### config.mk
export PLATFORM = sky130hd
export DESIGN_NAME = pixel_format_converter_flat
export DESIGN_NICKNAME = d
export VERILOG_FILES = /design/src/pfc_pkg.sv /design/src/pfc_if.sv /design/src/pfc_cfg_regs.sv /design/src/pfc_luma.sv /design/src/pfc_convert.sv /design/src/pixel_format_converter.sv /design/src/flat_wrapper.sv
export SDC_FILE = /design/constraint.sdc
export NUM_CORES = 1
export LEC_CHECK = 0
export BUFFER_PORTS_ARGS = -buffer_cell sky130_fd_sc_hd__buf_2
export CAP_MARGIN = 30
export CORE_MARGIN = 4
export CORE_UTILIZATION = 63
export DETAILED_ROUTE_END_ITERATION = 10
export GPL_TIMING_DRIVEN = 0
export PLACE_DENSITY = 0.79
export RECOVER_POWER = 25
export SLEW_MARGIN = 20
export SYNTH_ARGS = -nofsm -noshare
export SYNTH_HDL_FRONTEND = slang
export SYNTH_HIERARCHICAL = 1
export SYNTH_SLANG_ARGS = --single-unit
export TNS_END_PERCENT = 100
### constraint.sdc
create_clock -name clk -period 13.47 [get_ports clk]
set_input_delay 2.0205 -clock clk [delete_from_list [all_inputs] [get_ports clk]]
set_output_delay 2.0205 -clock clk [all_outputs]
set_load 0.005 [all_outputs]
### src/pfc_pkg.sv
// Shared types, format codes and constants of the pixel format converter.
// No dependencies; every other file of the block depends on this package.
package pfc_pkg;

    localparam int FMT_W   = 3;
    localparam int TGT_W   = 4;
    localparam int IDX_W   = 2;
    localparam int DATA_W  = 4;
    localparam int PIX_W   = 32;
    localparam int NB_W    = 3;

    // format codes
    localparam logic [FMT_W-1:0] FMT_I8       = 3'd0;
    localparam logic [FMT_W-1:0] FMT_AI88     = 3'd1;
    localparam logic [FMT_W-1:0] FMT_RGB888   = 3'd2;
    localparam logic [FMT_W-1:0] FMT_RGBA8888 = 3'd3;
    localparam logic [FMT_W-1:0] FMT_RGB565   = 3'd4;
    localparam logic [FMT_W-1:0] FMT_A8       = 3'd5;
    localparam logic [FMT_W-1:0] FMT_RGBA4444 = 3'd6;
    localparam logic [FMT_W-1:0] FMT_RGB5A1   = 3'd7;
    localparam logic [TGT_W-1:0] FMT_AUTO     = 4'd8;

    // register indexes
    localparam logic [IDX_W-1:0] REG_SOURCE_FORMAT = 2'd0;
    localparam logic [IDX_W-1:0] REG_TARGET_FORMAT = 2'd1;

    // bit t set: a source of this code converts to target t
    localparam logic [7:0] ALLOWED_TARGETS [4] = '{8'hDE, 8'hFD, 8'hDB, 8'hF7};

    // valid bytes of each format
    localparam logic [NB_W-1:0] BYTES_OF_FORMAT [8] =
        '{3'd1, 3'd2, 3'd3, 3'd4, 3'd2, 3'd1, 3'd2, 3'd2};

    // luma: (299R + 587G + 114B + 500) / 1000 as a multiply by a scaled reciprocal
    localparam int LUMA_SHIFT = 28;
    localparam int LUMA_RECIP = ((1 << LUMA_SHIFT) + 999) / 1000;
    localparam int LUMA_W     = 36;
    localparam logic [LUMA_W-1:0] LUMA_KR = LUMA_W'(299 * LUMA_RECIP);
    localparam logic [LUMA_W-1:0] LUMA_KG = LUMA_W'(587 * LUMA_RECIP);
    localparam logic [LUMA_W-1:0] LUMA_KB = LUMA_W'(114 * LUMA_RECIP);
    localparam logic [LUMA_W-1:0] LUMA_K0 = LUMA_W'(500 * LUMA_RECIP);

    typedef struct packed {
        logic [FMT_W-1:0] source_format;
        logic [TGT_W-1:0] target_format;
    } cfg_t;

    typedef struct packed {
        logic [7:0] byte0;
        logic [7:0] byte1;
        logic [7:0] byte2;
        logic [7:0] byte3;
        logic       last_pixel;
    } pixel_t;

    typedef struct packed {
        logic [PIX_W-1:0] out_pixel;
        logic [NB_W-1:0]  out_bytes;
        logic [FMT_W-1:0] out_format;
        logic             converted;
        logic             last_out;
    } result_t;

endpackage

### src/pfc_if.sv
// Channel interfaces of the pixel format converter: pixel input, result output,
// configuration writes. Depends on pfc_pkg.
interface pfc_in_if;
    logic       valid;
    logic       ready;
    logic [7:0] byte0;
    logic [7:0] byte1;
    logic [7:0] byte2;
    logic [7:0] byte3;
    logic       last_pixel;

    modport source (output valid, byte0, byte1, byte2, byte3, last_pixel, input ready);
    modport sink   (input valid, byte0, byte1, byte2, byte3, last_pixel, output ready);
endinterface

interface pfc_out_if;
    logic                     valid;
    logic                     ready;
    logic [pfc_pkg::PIX_W-1:0] out_pixel;
    logic [pfc_pkg::NB_W-1:0]  out_bytes;
    logic [pfc_pkg::FMT_W-1:0] out_format;
    logic                     converted;
    logic                     last_out;

    modport source (output valid, out_pixel, out_bytes, out_format, converted, last_out,
                    input ready);
    modport sink   (input valid, out_pixel, out_bytes, out_format, converted, last_out,
                    output ready);
endinterface

interface pfc_cfg_if;
    logic                      valid;
    logic                      ready;
    logic [pfc_pkg::IDX_W-1:0]  index;
    logic [pfc_pkg::DATA_W-1:0] data;

    modport source (output valid, index, data, input ready);
    modport sink   (input valid, index, data, output ready);
endinterface

### src/pfc_cfg_regs.sv
// Configuration registers: source and target format.
// Depends on pfc_pkg and pfc_if.
module pfc_cfg_regs (
    input  logic          clk,
    input  logic          rst_n,
    pfc_cfg_if.sink       cfg,
    output pfc_pkg::cfg_t cfg_q
);
    import pfc_pkg::*;

    cfg_t cfg_reg;

    assign cfg.ready = 1'b1;
    assign cfg_q     = cfg_reg;

    always_ff @(posedge clk or negedge rst_n)
    begin
        if (!rst_n)
        begin
            cfg_reg.source_format <= FMT_RGBA8888;
            cfg_reg.target_format <= FMT_AUTO;
        end
        else if (cfg.valid)
        begin
            case (cfg.index)
                REG_SOURCE_FORMAT: cfg_reg.source_format <= cfg.data[FMT_W-1:0];
                REG_TARGET_FORMAT: cfg_reg.target_format <= cfg.data;
                default:           cfg_reg <= cfg_reg; // drop writes beyond the list
            endcase
        end
    end

endmodule

### src/pfc_luma.sv
// Luma of an RGB triple, rounded integer (299R+587G+114B+500)/1000.
// Depends on pfc_pkg.
module pfc_luma (
    input  logic [7:0] r,
    input  logic [7:0] g,
    input  logic [7:0] b,
    output logic [7:0] y
);
    import pfc_pkg::*;

    logic [LUMA_W-1:0] acc;

    // constant multiplies fold the divide by 1000 into the weights
    assign acc = ({(LUMA_W-8)'(0), r} * LUMA_KR)
               + ({(LUMA_W-8)'(0), g} * LUMA_KG)
               + ({(LUMA_W-8)'(0), b} * LUMA_KB)
               + LUMA_K0;

    assign y = acc[LUMA_SHIFT+7:LUMA_SHIFT];

endmodule

### src/pfc_convert.sv
// Conversion datapath: one pixel in, one result out, combinational.
// Depends on pfc_pkg and pfc_luma.
module pfc_convert (
    input  pfc_pkg::cfg_t    cfg_q,
    input  pfc_pkg::pixel_t  pix,
    output pfc_pkg::result_t res
);
    import pfc_pkg::*;

    logic       conv_ok;
    logic [7:0] r, g, b, a, y;
    logic [PIX_W-1:0] all_bytes;

    always_comb
    begin
        conv_ok = 1'b0;
        if ((cfg_q.source_format inside {[FMT_I8:FMT_RGBA8888]}) && !cfg_q.target_format[3])
            conv_ok = ALLOWED_TARGETS[cfg_q.source_format[1:0]][cfg_q.target_format[2:0]];
    end

    // expand the source to RGBA
    always_comb
    begin
        r = pix.byte0;
        case (cfg_q.source_format)
            FMT_I8:
            begin
                g = pix.byte0; b = pix.byte0; a = 8'hFF;
            end
            FMT_AI88:
            begin
                g = pix.byte0; b = pix.byte0; a = pix.byte1;
            end
            FMT_RGB888:
            begin
                g = pix.byte1; b = pix.byte2; a = 8'hFF;
            end
            default:
            begin
                g = pix.byte1; b = pix.byte2; a = pix.byte3;
            end
        endcase
    end

    pfc_luma u_luma (
        .r (r),
        .g (g),
        .b (b),
        .y (y)
    );

    assign all_bytes = {pix.byte3, pix.byte2, pix.byte1, pix.byte0};

    always_comb
    begin
        res.last_out = pix.last_pixel;
        if (conv_ok)
        begin
            res.converted  = 1'b1;
            res.out_format = cfg_q.target_format[2:0];
            case (cfg_q.target_format[2:0])
                FMT_I8:
                begin
                    res.out_pixel = {24'd0, y};
                    res.out_bytes = 3'd1;
                end
                FMT_AI88:
                begin
                    res.out_pixel = {16'd0, a, y};
                    res.out_bytes = 3'd2;
                end
                FMT_RGB888:
                begin
                    res.out_pixel = {8'd0, b, g, r};
                    res.out_bytes = 3'd3;
                end
                FMT_RGBA8888:
                begin
                    res.out_pixel = {a, b, g, r};
                    res.out_bytes = 3'd4;
                end
                FMT_RGB565:
                begin
                    res.out_pixel = {16'd0, r[7:3], g[7:2], b[7:3]};
                    res.out_bytes = 3'd2;
                end
                FMT_A8:
                begin
                    res.out_pixel = {24'd0, a};
                    res.out_bytes = 3'd1;
                end
                FMT_RGBA4444:
                begin
                    res.out_pixel = {16'd0, r[7:4], g[7:4], b[7:4], a[7:4]};
                    res.out_bytes = 3'd2;
                end
                default: // RGB5A1
                begin
                    res.out_pixel = {16'd0, r[7:3], g[7:3], b[7:3], a[7]};
                    res.out_bytes = 3'd2;
                end
            endcase
        end
        else
        begin
            // pass through, trimmed to the source byte count
            res.converted  = 1'b0;
            res.out_format = cfg_q.source_format;
            res.out_bytes  = BYTES_OF_FORMAT[cfg_q.source_format];
            case (res.out_bytes)
                3'd1:    res.out_pixel = {24'd0, all_bytes[7:0]};
                3'd2:    res.out_pixel = {16'd0, all_bytes[15:0]};
                3'd3:    res.out_pixel = {8'd0, all_bytes[23:0]};
                default: res.out_pixel = all_bytes;
            endcase
        end
    end

endmodule

### src/pixel_format_converter.sv
// Top level of the pixel format converter: input register, conversion logic,
// result register. Depends on pfc_pkg, pfc_if, pfc_cfg_regs and pfc_convert.
//
//  Channel  | Dir | Payload                                              | Transfer
//  ---------+-----+------------------------------------------------------+------------------
//  cfg      | in  | index (2 b), data (4 b)                               | valid & ready
//  pixel    | in  | byte0..byte3 (8 b each), last_pixel                   | valid & ready
//  result   | out | out_pixel (32), out_bytes, out_format, converted,     | valid & ready
//           |     | last_out                                              |
//
// One pixel per clock sustained while the result side is ready. A transferred
// pixel passes through the input register, then the result register, and result
// valid rises when the result register loads. The luma weights and the divide by
// 1000 fold into three constant multiplies and three adds between the registers.
// Reset clears both valid flags and loads source RGBA8888, target AUTO.
// A stalled result holds the result register; the input register still takes a
// new pixel whenever it is empty or its contents move on in the same cycle.
module pixel_format_converter (
    input  logic      clk,
    input  logic      rst_n,
    pfc_cfg_if.sink   cfg,
    pfc_in_if.sink    pixel,
    pfc_out_if.source result
);
    import pfc_pkg::*;

    cfg_t    cfg_q;
    pixel_t  pix_reg;
    logic    pix_valid_reg;
    result_t res_next;
    result_t res_reg;
    logic    res_valid_reg;
    logic    res_load;
    logic    pix_load;

    pfc_cfg_regs u_cfg_regs (
        .clk   (clk),
        .rst_n (rst_n),
        .cfg   (cfg),
        .cfg_q (cfg_q)
    );

    // advance into the result register when it is empty or being drained
    assign res_load    = pix_valid_reg && (!res_valid_reg || result.ready);
    // take a pixel when the input register is empty or moves on this cycle
    assign pixel.ready = !pix_valid_reg || res_load;
    assign pix_load    = pixel.valid && pixel.ready;

    always_ff @(posedge clk or negedge rst_n)
    begin
        if (!rst_n)
        begin
            pix_valid_reg <= 1'b0;
        end
        else if (pixel.ready)
        begin
            pix_valid_reg <= pixel.valid;
        end
    end

    // payload only, no reset needed
    always_ff @(posedge clk)
    begin
        if (pix_load)
        begin
            pix_reg.byte0      <= pixel.byte0;
            pix_reg.byte1      <= pixel.byte1;
            pix_reg.byte2      <= pixel.byte2;
            pix_reg.byte3      <= pixel.byte3;
            pix_reg.last_pixel <= pixel.last_pixel;
        end
    end

    pfc_convert u_convert (
        .cfg_q (cfg_q),
        .pix   (pix_reg),
        .res   (res_next)
    );

    always_ff @(posedge clk or negedge rst_n)
    begin
        if (!rst_n)
        begin
            res_valid_reg <= 1'b0;
        end
        else if (res_load)
        begin
            res_valid_reg <= 1'b1;
        end
        else if (result.ready)
        begin
            res_valid_reg <= 1'b0; // drop after the transfer
        end
    end

    always_ff @(posedge clk)
    begin
        if (res_load)
        begin
            res_reg <= res_next;
        end
    end

    assign result.valid      = res_valid_reg;
    assign result.out_pixel  = res_reg.out_pixel;
    assign result.out_bytes  = res_reg.out_bytes;
    assign result.out_format = res_reg.out_format;
    assign result.converted  = res_reg.converted;
    assign result.last_out   = res_reg.last_out;

endmodule
### src/flat_wrapper.sv
// flat-port wrapper written by rule: the top's interface ports become plain ports
module pixel_format_converter_flat import pfc_pkg::*;
  (clk, rst_n, cfg_valid, cfg_index, cfg_data, cfg_ready, pixel_valid, pixel_byte0, pixel_byte1, pixel_byte2, pixel_byte3, pixel_last_pixel, pixel_ready, result_valid, result_out_pixel, result_out_bytes, result_out_format, result_converted, result_last_out, result_ready);
  pfc_cfg_if cfg_i ();
  pfc_in_if pixel_i ();
  pfc_out_if result_i ();
  input  logic clk;
  input  logic rst_n;
  input wire logic [$bits(cfg_i.valid)-1:0] cfg_valid;
  input wire logic [$bits(cfg_i.index)-1:0] cfg_index;
  input wire logic [$bits(cfg_i.data)-1:0] cfg_data;
  output wire logic [$bits(cfg_i.ready)-1:0] cfg_ready;
  input wire logic [$bits(pixel_i.valid)-1:0] pixel_valid;
  input wire logic [$bits(pixel_i.byte0)-1:0] pixel_byte0;
  input wire logic [$bits(pixel_i.byte1)-1:0] pixel_byte1;
  input wire logic [$bits(pixel_i.byte2)-1:0] pixel_byte2;
  input wire logic [$bits(pixel_i.byte3)-1:0] pixel_byte3;
  input wire logic [$bits(pixel_i.last_pixel)-1:0] pixel_last_pixel;
  output wire logic [$bits(pixel_i.ready)-1:0] pixel_ready;
  output wire logic [$bits(result_i.valid)-1:0] result_valid;
  output wire logic [$bits(result_i.out_pixel)-1:0] result_out_pixel;
  output wire logic [$bits(result_i.out_bytes)-1:0] result_out_bytes;
  output wire logic [$bits(result_i.out_format)-1:0] result_out_format;
  output wire logic [$bits(result_i.converted)-1:0] result_converted;
  output wire logic [$bits(result_i.last_out)-1:0] result_last_out;
  input wire logic [$bits(result_i.ready)-1:0] result_ready;
  assign cfg_i.valid = cfg_valid;
  assign cfg_i.index = cfg_index;
  assign cfg_i.data = cfg_data;
  assign cfg_ready = cfg_i.ready;
  assign pixel_i.valid = pixel_valid;
  assign pixel_i.byte0 = pixel_byte0;
  assign pixel_i.byte1 = pixel_byte1;
  assign pixel_i.byte2 = pixel_byte2;
  assign pixel_i.byte3 = pixel_byte3;
  assign pixel_i.last_pixel = pixel_last_pixel;
  assign pixel_ready = pixel_i.ready;
  assign result_valid = result_i.valid;
  assign result_out_pixel = result_i.out_pixel;
  assign result_out_bytes = result_i.out_bytes;
  assign result_out_format = result_i.out_format;
  assign result_converted = result_i.converted;
  assign result_last_out = result_i.last_out;
  assign result_i.ready = result_ready;
  pixel_format_converter u_core (.clk(clk), .rst_n(rst_n), .cfg(cfg_i), .pixel(pixel_i), .result(result_i));
endmodule
==> results of run 1 <==
## cell families (layout without fill, tap and decap cells)
family,after synthesis,count (layout),share of synthesized area (%)
buffers and inverters,344,447,8.533
and+or+nand+nor,309,309,10.01
DFF,82,82,14.88
xor gates and xnor gates,80,80,4.305
other,1,1,0.02304
adders and majority gates,473,473,44.11
AOI/OAI and AO/OA,387,387,16.49
muxes,25,25,1.653
## cell usage in the layout (no fill, tap or decap), drive strengths merged, types with 46 or more instances in the layout
cell,n
buf,100
a21o,46
a21oi,100
o21ai,62
fa,168
nor2,76
ha,305
nand2,78
inv,314
edfxtp,73
## per-stage QoR
| stage | utilization, % | cell area (um^2) | setup slack, ps |
|---|---|---|---|
| floorplan | - | 16280 | 3459 |
| global placement | 67.57 | 17110 | 1882 |
| detailed placement | 67.66 | 17140 | 1835 |
| CTS | 68.86 | 17440 | 1779 |
| global route | 68.76 | 17410 | 1062 |
| finish | 68.76 | 17410 | 1390 |
## cell type report
| type | count | share of cell area [%] |
|---|---|---|
| plain buffers | 33 | 1.243 |
| clock buffers | 10 | 1.437 |
| clock inverters | 6 | 0.3161 |
| inverters | 311 | 6.732 |
| multi-input cells | 1275 | 71.44 |
| flip-flops and latches | 82 | 13.90 |
| well taps | 330 | 2.371 |
| repair buffers | 87 | 2.558 |
## how the worst min path moves through the flow
stage                                   endpoint  cells past startpoint
after floorplan           u_core/result.last_out                      1
final                        u_core/result.valid                      1
after CTS                 u_core/result.last_out                      1
after global routing         u_core/result.valid                      1
after global placement    u_core/result.last_out                      1
after detailed placement  u_core/result.last_out                      1
## routing by layer
| layer | routed length (um) | vias to the layer above | global-route usage (%) |
|---|---|---|---|
| met5 | 0 | - | 0 |
| met4 | 1335 | 0 | 8.257 |
| met3 | 3858 | 97 | 7.356 |
| met2 | 19340 | 573 | 47.35 |
| met1 | 18630 | 6363 | 42.71 |
| li1 | - | 6129 | - |
==> flow_summary.json, run 1 <==
{
  "finalHoldWorstSlack_ps": 492.0,
  "reg2reg_to": "u_core/result.out_pixel[6]",
  "area_delta_synth_final_pct": 6.996,
  "cp-end-kind": "flip-flop",
  "synth_area_leader_cell": "ha_1",
  "grt_util_all_layers_pct": 30.37,
  "setup_viol": 0,
  "synthTopCellsByArea": "ha_1, fa_1, edfxtp_1, inv_1, a21oi_1",
  "worstReg2RegStart": "u_core/u_cfg_regs/cfg_q[5]",
  "cp-start-kind": "flip-flop",
  "nNetsFinal": 2316,
  "wl_mm": 43.17,
  "syn_avg_cell_area_um2": 9.568,
  "cp.required_ps": 13530,
  "port-buffer-count": 85,
  "slew_violations": 0,
  "ys_ff_latch": 82,
  "dieArea_um2": 28470,
  "grt_pass1_wl_mm": 68.67,
  "tightest_slew_ps": 958.4,
  "first_iter_violations": 1398,
  "grt_pass1_vias": 13030,
  "path_buf_inv": 8,
  "synth_nets": 2218,
  "synth_edf_count": 73,
  "dpl.cell_count": 2117,
  "min_from": "u_core/pix_valid_reg",
  "cts.sink_count": 82,
  "nFillCells": 1977,
  "first_pass_iters": 5,
  "rows": 58,
  "path_depth": 36,
  "hold_viol_final": 0,
  "ys_top_cells_by_count": "inv_1, ha_1, fa_1, a21oi_1, nand2_1",
  "largest_reg_flops": 33,
  "synth_area_um2": 16280,
  "cpMostUsedCell": "inv_1",
  "core_area_um2": 25330,
  "vias": 13160,
  "drc_errors": 0,
  "postCtsSetupBuffers": 0,
  "async_flop_share_pct": 10.98,
  "overflow": 0,
  "fin_crit_sh_pct": 89.68,
  "routedWlPerCell_um": 20.23,
  "die_h_um": 168.7,
  "seq_area_frac_synth_pct": 14.88,
  "ctsRootBufferMaster": "clkbuf_16",
  "multi_input_area_um2": 12440,
  "numCtsBuffers": 9,
  "synth_top_cell_area_share_pct": 23.45,
  "tns_ps": 0,
  "antenna_found_initial": 0,
  "worstPathArrival_ps": 12140,
  "grt_max_degree": 34,
  "endpoint": "u_core/result.out_pixel[6]",
  "cts_tree": "built",
  "postCtsResizedCells": 0,
  "hold_buffers": 0,
  "seqCellArea_um2": 2421,
  "syn_inst": 1701,
  "gp_congestion": 1.005,
  "fmax_mhz": 82.78,
  "skew_ps": 6.992,
  "status": "complete, no violations",
  "path_clk_slew_ps": 70,
  "synthMostInstantiatedCell": "inv_1",
  "finalNonFillerCells": 2134,
  "synth_cell_types": 94,
  "maxCapViolCount": 0,
  "ant_nets": 0,
  "dp_hpwl_mm": 36.00,
  "hold_class": "flip-flop to flip-flop",
  "path_delay_family": "compound AO/OA/AOI/OAI gates",
  "synth_top_flop_cell": "edfxtp_1",
  "cp_slowest_cell": "fa_1",
  "clk_path_buf_depth": 2,
  "ios": 87,
  "antenna_cells": 0,
  "crit_type": "flip-flop to flip-flop",
  "rsz0062_at_grt": "false",
  "cpPeakStageDelay_ps": 700,
  "worst_r2r_path_depth": 36,
  "ff2ff_setup_slack_ps": 1390,
  "viasPerCell": 6.168,
  "initial_core_util_pct": 64.26,
  "worstPathMaxFanout": 10,
  "period_minus_slack_ps": 12080,
  "startpoint": "u_core/u_cfg_regs/cfg_q[5]",
  "layout-drive-gt1-share_pct": 9.479,
  "die_x_um": 168.7,
  "yosysWarnings": 6,
  "clock_latency_ps": 350,
  "htree_levels": 3,
  "slew_headroom_pct": 35.81
}
Power of run 1 is left out: the tool's default activity adds up to more than one toggle a clock period on the data nets, which glitch-free logic cannot reach.
==> run 2: changes to the inputs <==
--- a/config.mk
+++ b/config.mk
@@ -5,8 +5,9 @@
 export SDC_FILE = /design/constraint.sdc
 export NUM_CORES = 1
 export LEC_CHECK = 0
+export ABC_AREA = 1
 export BUFFER_PORTS_ARGS = -buffer_cell sky130_fd_sc_hd__buf_2
-export CAP_MARGIN = 30
+export CORE_ASPECT_RATIO = 0.8
 export CORE_MARGIN = 4
 export CORE_UTILIZATION = 63
 export DETAILED_ROUTE_END_ITERATION = 10
==> run 2 against run 1 <==
Effect of this change: sequential cell count is the same; final cell count grew 29%; via count grew 23%; highest routed layer is now met5.
==> flow_summary.json, run 2 <==
{
  "cpPeakStageDelay_ps": 740,
  "core_area_um2": 27360,
  "crit_type": "flip-flop to flip-flop",
  "viasPerCell": 5.886,
  "antenna_found_initial": 1,
  "seq_area_frac_synth_pct": 13.78,
  "overflow": 0,
  "cp-start-kind": "flip-flop",
  "async_flop_share_pct": 10.98,
  "cts.sink_count": 82,
  "nFillCells": 2356,
  "finalNonFillerCells": 2755,
  "initial_core_util_pct": 64.21,
  "reg2reg_to": "u_core/result.out_pixel[0]",
  "tns_ps": 0,
  "hold_class": "flip-flop to flip-flop",
  "cp-end-kind": "flip-flop",
  "ctsRootBufferMaster": "clkbuf_16",
  "ff2ff_setup_slack_ps": 4080,
  "cp.required_ps": 13520,
  "hold_buffers": 0,
  "synth_edf_count": 73,
  "die_x_um": 194.7,
  "numCtsBuffers": 9,
  "place_area_um2": 18480,
  "status": "complete, no violations",
  "synth_cell_types": 47,
  "synthTopCellsByArea": "ha_1, fa_1, edfxtp_1, nand2_1, inv_1",
  "min_from": "u_core/u_cfg_regs/cfg_q[3]",
  "area_delta_synth_final_pct": 6.595,
  "ant_nets": 0,
  "yosysWarnings": 6,
  "antenna_cells": 0,
  "first_iter_violations": 1826,
  "fin_crit_sh_pct": 69.73,
  "tightest_slew_ps": 1016,
  "synth_area_um2": 17570,
  "synth_top_cell_area_share_pct": 21.72,
  "syn_inst": 2290,
  "nNetsFinal": 2903,
  "clk_path_buf_depth": 2,
  "dp_hpwl_mm": 47.86,
  "synth_nets": 2807,
  "postCtsSetupBuffers": 0,
  "cts_tree": "built",
  "maxCapViolCount": 0,
  "ys_ff_latch": 82,
  "ios": 87,
  "synth_area_leader_cell": "ha_1",
  "hold_path_depth": 2,
  "slew_violations": 0,
  "grt_util_all_layers_pct": 35.79,
  "die_h_um": 157.4,
  "period_minus_slack_ps": 9392,
  "whs_endpoint": "u_core/u_cfg_regs/cfg_q[3]",
  "vias": 16220,
  "postCtsResizedCells": 0,
  "grt_pass1_vias": 15460,
  "routedWlPerCell_um": 20.17,
  "worstPathArrival_ps": 9440,
  "grt_pass1_wl_mm": 85.84,
  "hold_viol_final": 0,
  "dieArea_um2": 30640,
  "first_pass_iters": 8,
  "finalWorstSetupSlack_ps": 4078,
  "ys_top_cells_by_count": "nand2_1, inv_1, ha_1, fa_1",
  "clock_latency_ps": 330,
  "fmax_mhz": 106.5,
  "largest_reg_flops": 33,
  "final_common_cell": "nand2_1",
  "htree_levels": 3,
  "wl_mm": 55.57,
  "worstReg2RegStart": "u_core/u_cfg_regs/cfg_q[4]",
  "stdcell_area_um2": 18730,
  "rows": 54,
  "cpMostUsedCell": "nand2_1",
  "cp_slowest_cell": "fa_1",
  "layout-drive-gt1-share_pct": 8.114,
  "worstPathMaxFanout": 10,
  "setup_viol": 0,
  "drc_errors": 0,
  "port-buffer-count": 84,
  "worst_r2r_path_depth": 40,
  "dpl.cell_count": 2739,
  "skew_ps": 14.97,
  "place_ws_ps": 4538,
  "path_clk_slew_ps": 60,
  "synth_top_flop_cell": "edfxtp_1",
  "grt_max_degree": 34,
  "syn_avg_cell_area_um2": 7.672,
  "most-common-layout-cells": "nand2_1, inv_1, ha_1, nand3_1",
  "synthMostInstantiatedCell": "nand2_1",
  "rsz0062_at_grt": "false",
  "slew_headroom_pct": 32.27,
  "gp_congestion": 1.028
}
## run 2: cell count changes after synthesis, moves of 14 or more
cell	previous run	this run
a211oi_1	16	0
a21o_1	46	9
a21oi_1	100	124
a22o_1	21	0
and3_1	14	0
inv_1	309	410
inv_2	1	18
mux2_2	15	0
nand2_1	77	515
nand2_2	1	23
nand3_1	17	167
nor2_1	74	167
xnor2_1	45	21
## run 2: cells by family after synthesis
logic type / count (synthesis) / share of synthesized area, %
simple gates: 962 / 23.76
fa+ha+maj: 473 / 40.86
buf+inv: 449 / 10.02
compound gates: 258 / 8.318
flops: 82 / 13.78
xor+xnor: 65 / 3.240
other cells: 1 / 0.02134
## run 2: worst max path at each step
| stage | start | endpoint | slack, ps | cells past startpoint |
|---|---|---|---|---|
| global placement | u_core/u_cfg_regs/cfg_q[4] | u_core/result.out_pixel[0] | 4650 | 40 |
| floorplan | u_core/u_cfg_regs/cfg_q[4] | u_core/result.out_pixel[2] | 6140 | 40 |
| CTS | u_core/u_cfg_regs/cfg_q[4] | u_core/result.out_pixel[0] | 4490 | 40 |
| detailed placement | u_core/u_cfg_regs/cfg_q[4] | u_core/result.out_pixel[0] | 4540 | 40 |
| finish | u_core/u_cfg_regs/cfg_q[4] | u_core/result.out_pixel[0] | 4080 | 40 |
| global route | u_core/u_cfg_regs/cfg_q[4] | u_core/result.out_pixel[0] | 3640 | 42 |
## run 2: stage by stage
stage	util, %	hold slack, ps
CTS	68.51	472.9
detailed placement	67.55	464.0
global route	68.44	503.0
floorplan	-	443.1
finish	68.44	478.1
global placement	67.41	461.2
## run 2: worst max-delay path, delay by kind of cell, from the launching register on
family	cells	cell delay [ps]
xor gates and xnor gates	1	640
buffers and inverters	5	540
AOI/OAI and AO/OA	3	710
adders and majority gates	9	4030
and+or+nand+nor	22	2490
DFF	1	700
## run 2: cell type report
type / count / area (um^2) / area share, %
Clock buffer: 10 / 229.0 / 1.223
Tap cell: 364 / 455.4 / 2.432
Multi-Input combinational cell: 1759 / 13390 / 71.48
Inverter: 428 / 1607 / 8.578
Timing Repair Buffer: 85 / 445.4 / 2.378
Buffer: 21 / 150.1 / 0.8017
Sequential cell: 82 / 2421 / 12.93
Clock inverter: 6 / 33.78 / 0.1804
## run 2: metal layers
metal  wire [um]  part of all wire [%]  GRT usage, %
met5          13                 0.023             0
met4         867                   1.6         5.656
met3        7177                    13         10.53
met2       23030                    41         51.49
met1       24480                    44         54.42
Power of run 2 is left out for the same reason.
